**src/sv/assert_macros.svh**
```systemverilog
// ----------------------------------------------------------------------------
// Assertion macros
// Concurrent assertion helpers shared by the downsampler RTL. The bodies
// drop out when SYNTHESIS is defined.
// ----------------------------------------------------------------------------
`ifndef ASSERT_MACROS_SVH
`define ASSERT_MACROS_SVH

`ifndef SYNTHESIS
// Property must hold at every clock edge outside reset.
`define BDS_ASSERT(lbl, clk, rst_n, prop) \
  lbl: assert property (@(posedge clk) disable iff (!rst_n) prop) \
    else $error("bds assertion failed");
// Condition must never be true outside reset.
`define BDS_NEVER(lbl, clk, rst_n, expr) \
  lbl: assert property (@(posedge clk) disable iff (!rst_n) !(expr)) \
    else $error("bds forbidden condition seen");
`else
`define BDS_ASSERT(lbl, clk, rst_n, prop)
`define BDS_NEVER(lbl, clk, rst_n, expr)
`endif

`endif

```
**src/sv/bds_pkg.sv**
```systemverilog
// ----------------------------------------------------------------------------
// bds_pkg
// Shared constants, types and helpers of the 2x2 box downsampler.
// ----------------------------------------------------------------------------
package bds_pkg;

  localparam int MAX_WIDTH  = 4096;
  localparam int MAX_HEIGHT = 4096;
  localparam int LINE_DEPTH = MAX_WIDTH / 2;
  localparam int SLOT_W     = $clog2(LINE_DEPTH);
  localparam int POS_W      = $clog2(MAX_WIDTH > MAX_HEIGHT ? MAX_WIDTH : MAX_HEIGHT);
  localparam int DIM_W      = 13;
  localparam int CNT_W      = 3;
  localparam int LANES      = 4;
  localparam int PIX_W      = 8;
  localparam int SUM_W      = PIX_W + 1;
  localparam int LINE_W     = LANES * SUM_W;
  localparam int CFG_IDX_W  = 2;

  localparam logic [DIM_W-1:0] WIDTH_RST  = DIM_W'(64);
  localparam logic [DIM_W-1:0] HEIGHT_RST = DIM_W'(64);
  localparam logic [CNT_W-1:0] CHANS_RST  = CNT_W'(4);

  typedef enum logic [CFG_IDX_W-1:0] {
    CFG_WIDTH  = 2'd0,
    CFG_HEIGHT = 2'd1,
    CFG_CHANS  = 2'd2
  } cfg_idx_t;

  // Per-pixel control fanned out from the position tracker to every lane.
  typedef struct packed {
    logic accept;    // pixel transaction taken this cycle
    logic col_even;  // first pixel of a horizontal pair
  } lane_ctl_t;

  // Round down to even, clamp to [2, maxv].
  function automatic logic [DIM_W-1:0] eff_dim(input logic [DIM_W-1:0] v,
                                               input logic [DIM_W-1:0] maxv);
    logic [DIM_W-1:0] e;
    e = {v[DIM_W-1:1], 1'b0};
    if (e < DIM_W'(2)) e = DIM_W'(2);
    if (e > maxv) e = maxv;
    return e;
  endfunction

  // Map 0 to 1 and 5..7 to 4.
  function automatic logic [CNT_W-1:0] eff_chans(input logic [CNT_W-1:0] v);
    logic [CNT_W-1:0] e;
    e = v;
    if (v == CNT_W'(0)) e = CNT_W'(1);
    if (v > CNT_W'(LANES)) e = CNT_W'(LANES);
    return e;
  endfunction

endpackage

```
**src/sv/bds_lane.sv**
```systemverilog
// ----------------------------------------------------------------------------
// bds_lane
// One channel lane: horizontal pair sum and 2x2 average.
// ----------------------------------------------------------------------------
module bds_lane (
  input  logic                        clk,
  input  bds_pkg::lane_ctl_t          ctl,
  input  logic                        lane_on,
  input  logic [bds_pkg::PIX_W-1:0]   pix,
  input  logic [bds_pkg::SUM_W-1:0]   up_sum,
  output logic [bds_pkg::SUM_W-1:0]   pair_sum,
  output logic [bds_pkg::PIX_W-1:0]   avg
);

  logic [bds_pkg::PIX_W-1:0] px;
  logic [bds_pkg::SUM_W-1:0] first_r;
  logic [bds_pkg::SUM_W:0]   quad;

  // Drop channels beyond the configured count.
  assign px = lane_on ? pix : '0;

  always_ff @(posedge clk) begin
    if (ctl.accept && ctl.col_even) begin
      first_r <= {1'b0, px};
    end
  end

  assign pair_sum = first_r + {1'b0, px};
  assign quad     = {1'b0, pair_sum} + {1'b0, up_sum};
  assign avg      = lane_on ? quad[bds_pkg::SUM_W:2] : '0;

endmodule

```
**config.mk**
```make
export PLATFORM = sky130hd
export DESIGN_NAME = bds_lane
export DESIGN_NICKNAME = d
export VERILOG_FILES = /design/src/sv/assert_macros.svh /design/src/sv/bds_pkg.sv /design/src/sv/bds_lane.sv
export SDC_FILE = /design/constraint.sdc
export NUM_CORES = 1
export LEC_CHECK = 0
export ABC_AREA = 1
export BUFFER_PORTS_ARGS = -buffer_cell sky130_fd_sc_hd__buf_2
export CORE_MARGIN = 2
export CORE_UTILIZATION = 50
export DETAILED_ROUTE_END_ITERATION = 8
export PLACE_DENSITY = 0.89
export SYNTH_ARGS = -nofsm -noshare
export SYNTH_HDL_FRONTEND = slang
export SYNTH_SLANG_ARGS = --single-unit
```
**constraint.sdc**
```tcl
create_clock -name clk -period 6.8 [get_ports clk]
set_clock_uncertainty 0.2 [all_clocks]
set_input_delay 2.04 -clock clk [delete_from_list [all_inputs] [get_ports clk]]
set_output_delay 2.04 -clock clk [all_outputs]
set_load 0.02 [all_outputs]
```
==> impl_metrics.csv <==
group,metric,value,unit
global_routing,grt_pass1_wl,4090,µm
sta,setup_viol,0,
final_layout,fin_area,1460,µm²
die,start_util,54.3,%
detailed_routing,dr.pass1.iters,4,
die,core_area,2000,µm²
detailed_routing,drcViolationCount,0,
final_layout,reg_top3,"first_r (8)",
detailed_routing,vias,1147,
final_layout,layout_commonest_cell,"nand2_1",
sta,fin_crit_sh,98.7,%
global_routing,gr-total-overflow,0,
logic_synthesis,ys_warn_count,0,
logic_synthesis,synth_area_leader_cell,"edfxtp_1",
status,status,"finished clean",
sta,hold_viol,0,
setup_path,critical_path_class,"in2out",
detailed_routing,post_drt_wl_per_cell,11.2,µm
placed_design,io_buffers,37,
logic_synthesis,synth_seq_cells,8,
setup_path,worstPathMaxFanout,8,
global_routing,grt_antenna_before_repair,0,
final_layout,final_cell_mix,"42 x nand2_1, 35 x buf_2, 33 x inv_1, 14 x nor2_1",
pwr,p_per_area,211,nW/µm²
sta,fin_ws,0.0887,ns
die,io_pins,38,
final_layout,area_growth,34.2,%
run,cap_violations,0,
setup_path,crit_chain,"buf_4 -> buf_12 -> nand2_1 -> inv_1 -> ha_1 -> nand2_1 -> inv_1 -> nand4_1 -> o211ai_2 -> xor2_2 -> ha_4 -> inv_1 -> o21bai_1 -> nor2_1 -> nand2_1 -> nand2_1 -> nand2_1 -> nor2_1 -> buf_4",
detailed_routing,ant_nets,0,
setup_path,worstPathRequired,4.56,ns
logic_synthesis,synth.area.top_cells,"edfxtp_1 22%, ha_1 20%, nand2_1 16%",
cts,cts_tree,"built",
setup_path,end_kind,"output port",
pwr,peakVddDrop,0.000134,V
placed_design,gp_congestion,0.835,
setup_path,cp_num_buf_inv,6,
logic_synthesis,synthDistinctLibCells,19,
final_layout,layout-drive-gt1-share,29.3,%
setup_path,slowest_delay,0.37,ns
logic_synthesis,synth_top_area_share,22.1,%
cts,cts.clk_slew.worst_paths,0.05,ns
detailed_routing,wirelength,2600,µm
sta,relSlewSlack,80.4,%
setup_path,crit_family,"adder cells",
cts,cts_buffers,3,
cts,cts_sinks,8,
global_routing,grt_use_total,19.8,%
cts,root_buffer,"clkbuf_4",
sta,tightest_slew,0.294,ns
final_layout,antennaDiodeCount,0,
sta,drv_slew,0,
logic_synthesis,syn-num-nets,200,
sta,min_period,6.71,ns
die,rows,16,
placed_design,place_ws,-0.0106,ns
cts,cts.path.max_buffers,2,
pwr,leakage,0.846,nW
sta,fmax,0.149,GHz
placed_design,dpl_cell_area,1340,µm²
worst_hold_path,hp-class,"in2reg",
cts,hold_buffers,0,
final_layout,top_register,"first_r",
detailed_routing,viasPerCell,4.94,
detailed_routing,drt_iter0_markers,17,
die,die_w,50.6,µm
setup_path,crit_path_frequent_cell,"nand2_1",
setup_path,cp_slowest_cell,"ha_1",
die,die-area,2560,µm²
global_routing,grt_max_degree,9,
setup_path,start_kind,"primary input",
logic_synthesis,syn-cell-area,1090,µm²
global_routing,grt_pass1_vias,1099,
cts,cts_max_level,1,
logic_synthesis,synth-seq-area-share,22.1,%
logic_synthesis,synth.avg_cell_area,6.75,µm²
placed_design,dp_hpwl,2120,µm
setup_path,arrival,4.47,ns
final_layout,largest_reg_flops,8,
logic_synthesis,syn_inst,161,
final_layout,nNetsFinal,246,
die,die_h,50.6,µm
-- tightest hold or removal path, stage by stage --
cell and delay (ns):
buf_2 0.08, nand2_1 0.04, inv_1 0.06
-- synth_stat cells (all sizes together) --
cell type / n
nand3: 10
xnor2: 5
buf: 1
xor2: 2
nor2: 15
o211ai: 1
fa: 1
nand2: 45
o21ai: 3
a21o: 1
a21oi: 13
nand4: 3
o21bai: 2
ha: 17
edfxtp: 8
a21boi: 1
inv: 33
-- cells by family (layout without fill, tap and decap cells) --
logic type                 count (synthesis)  in the layout  share of synthesized area (%)
and+or+nand+nor                           73             73                           27.0
buffers and inverters                     34             78                           11.9
AOI/OAI and AO/OA                         21             21                           12.0
adders and majority gates                 18             18                           21.4
DFF                                        8              8                           22.1
xor gates and xnor gates                   7              7                           5.64
-- cell type report --
cell class	count	area [µm²]
flip-flops and latches	8	240
inverters	33	124
well taps	27	33.8
clock buffers	3	22.5
repair buffers	42	240
fillers	173	543
multi-input cells	119	798
-- what timing repair did --
action | 4_1_cts | 5_1_grt
pin swaps | 1 | 1
endpoints found under the setup margin | 1 | 5
setup buffers | 1 | 1
resized for setup | 0 | 15
-- routing by layer --
layer	up-vias	part of all wire [%]	track usage, %
met5	-	0	0
met4	0	0	4.05
met3	0	3.2	1.19
met2	29	54	41.0
met1	514	43	21.6
li1	604	-	-
-- metrics by stage --
| step | utilization [%] | hold WS (ns) | setup TNS (ns) | instances | power [mW] |
|---|---|---|---|---|---|
| after floorplan | - | 2.03 | 0 | 161 | 0.199 |
| after global placement | 67.1 | 2.13 | 0 | 227 | 0.244 |
| after detailed placement | 67.1 | 2.14 | -0.0106 | 227 | 0.251 |
| after CTS | 68.6 | 1.88 | 0 | 231 | 0.289 |
| after global routing | 72.9 | 1.91 | -0.0505 | 232 | 0.334 |
| final | 72.9 | 1.89 | 0 | 232 | 0.307 |
-- power by group --
part	internal [mW]	switching (mW)
registers	0.0581	0.00125
logic	0.0843	0.130
clock network	0.0200	0.0138
total	0.162	0.145
-- path summary, 6_finish.rpt --
kind                    start    endpoint  depth (start not counted)
worst max-delay path  lane_on      avg[5]                         19
worst min-delay path   pix[0]  first_r[0]                          3
(Power assumes the default switching activity.)
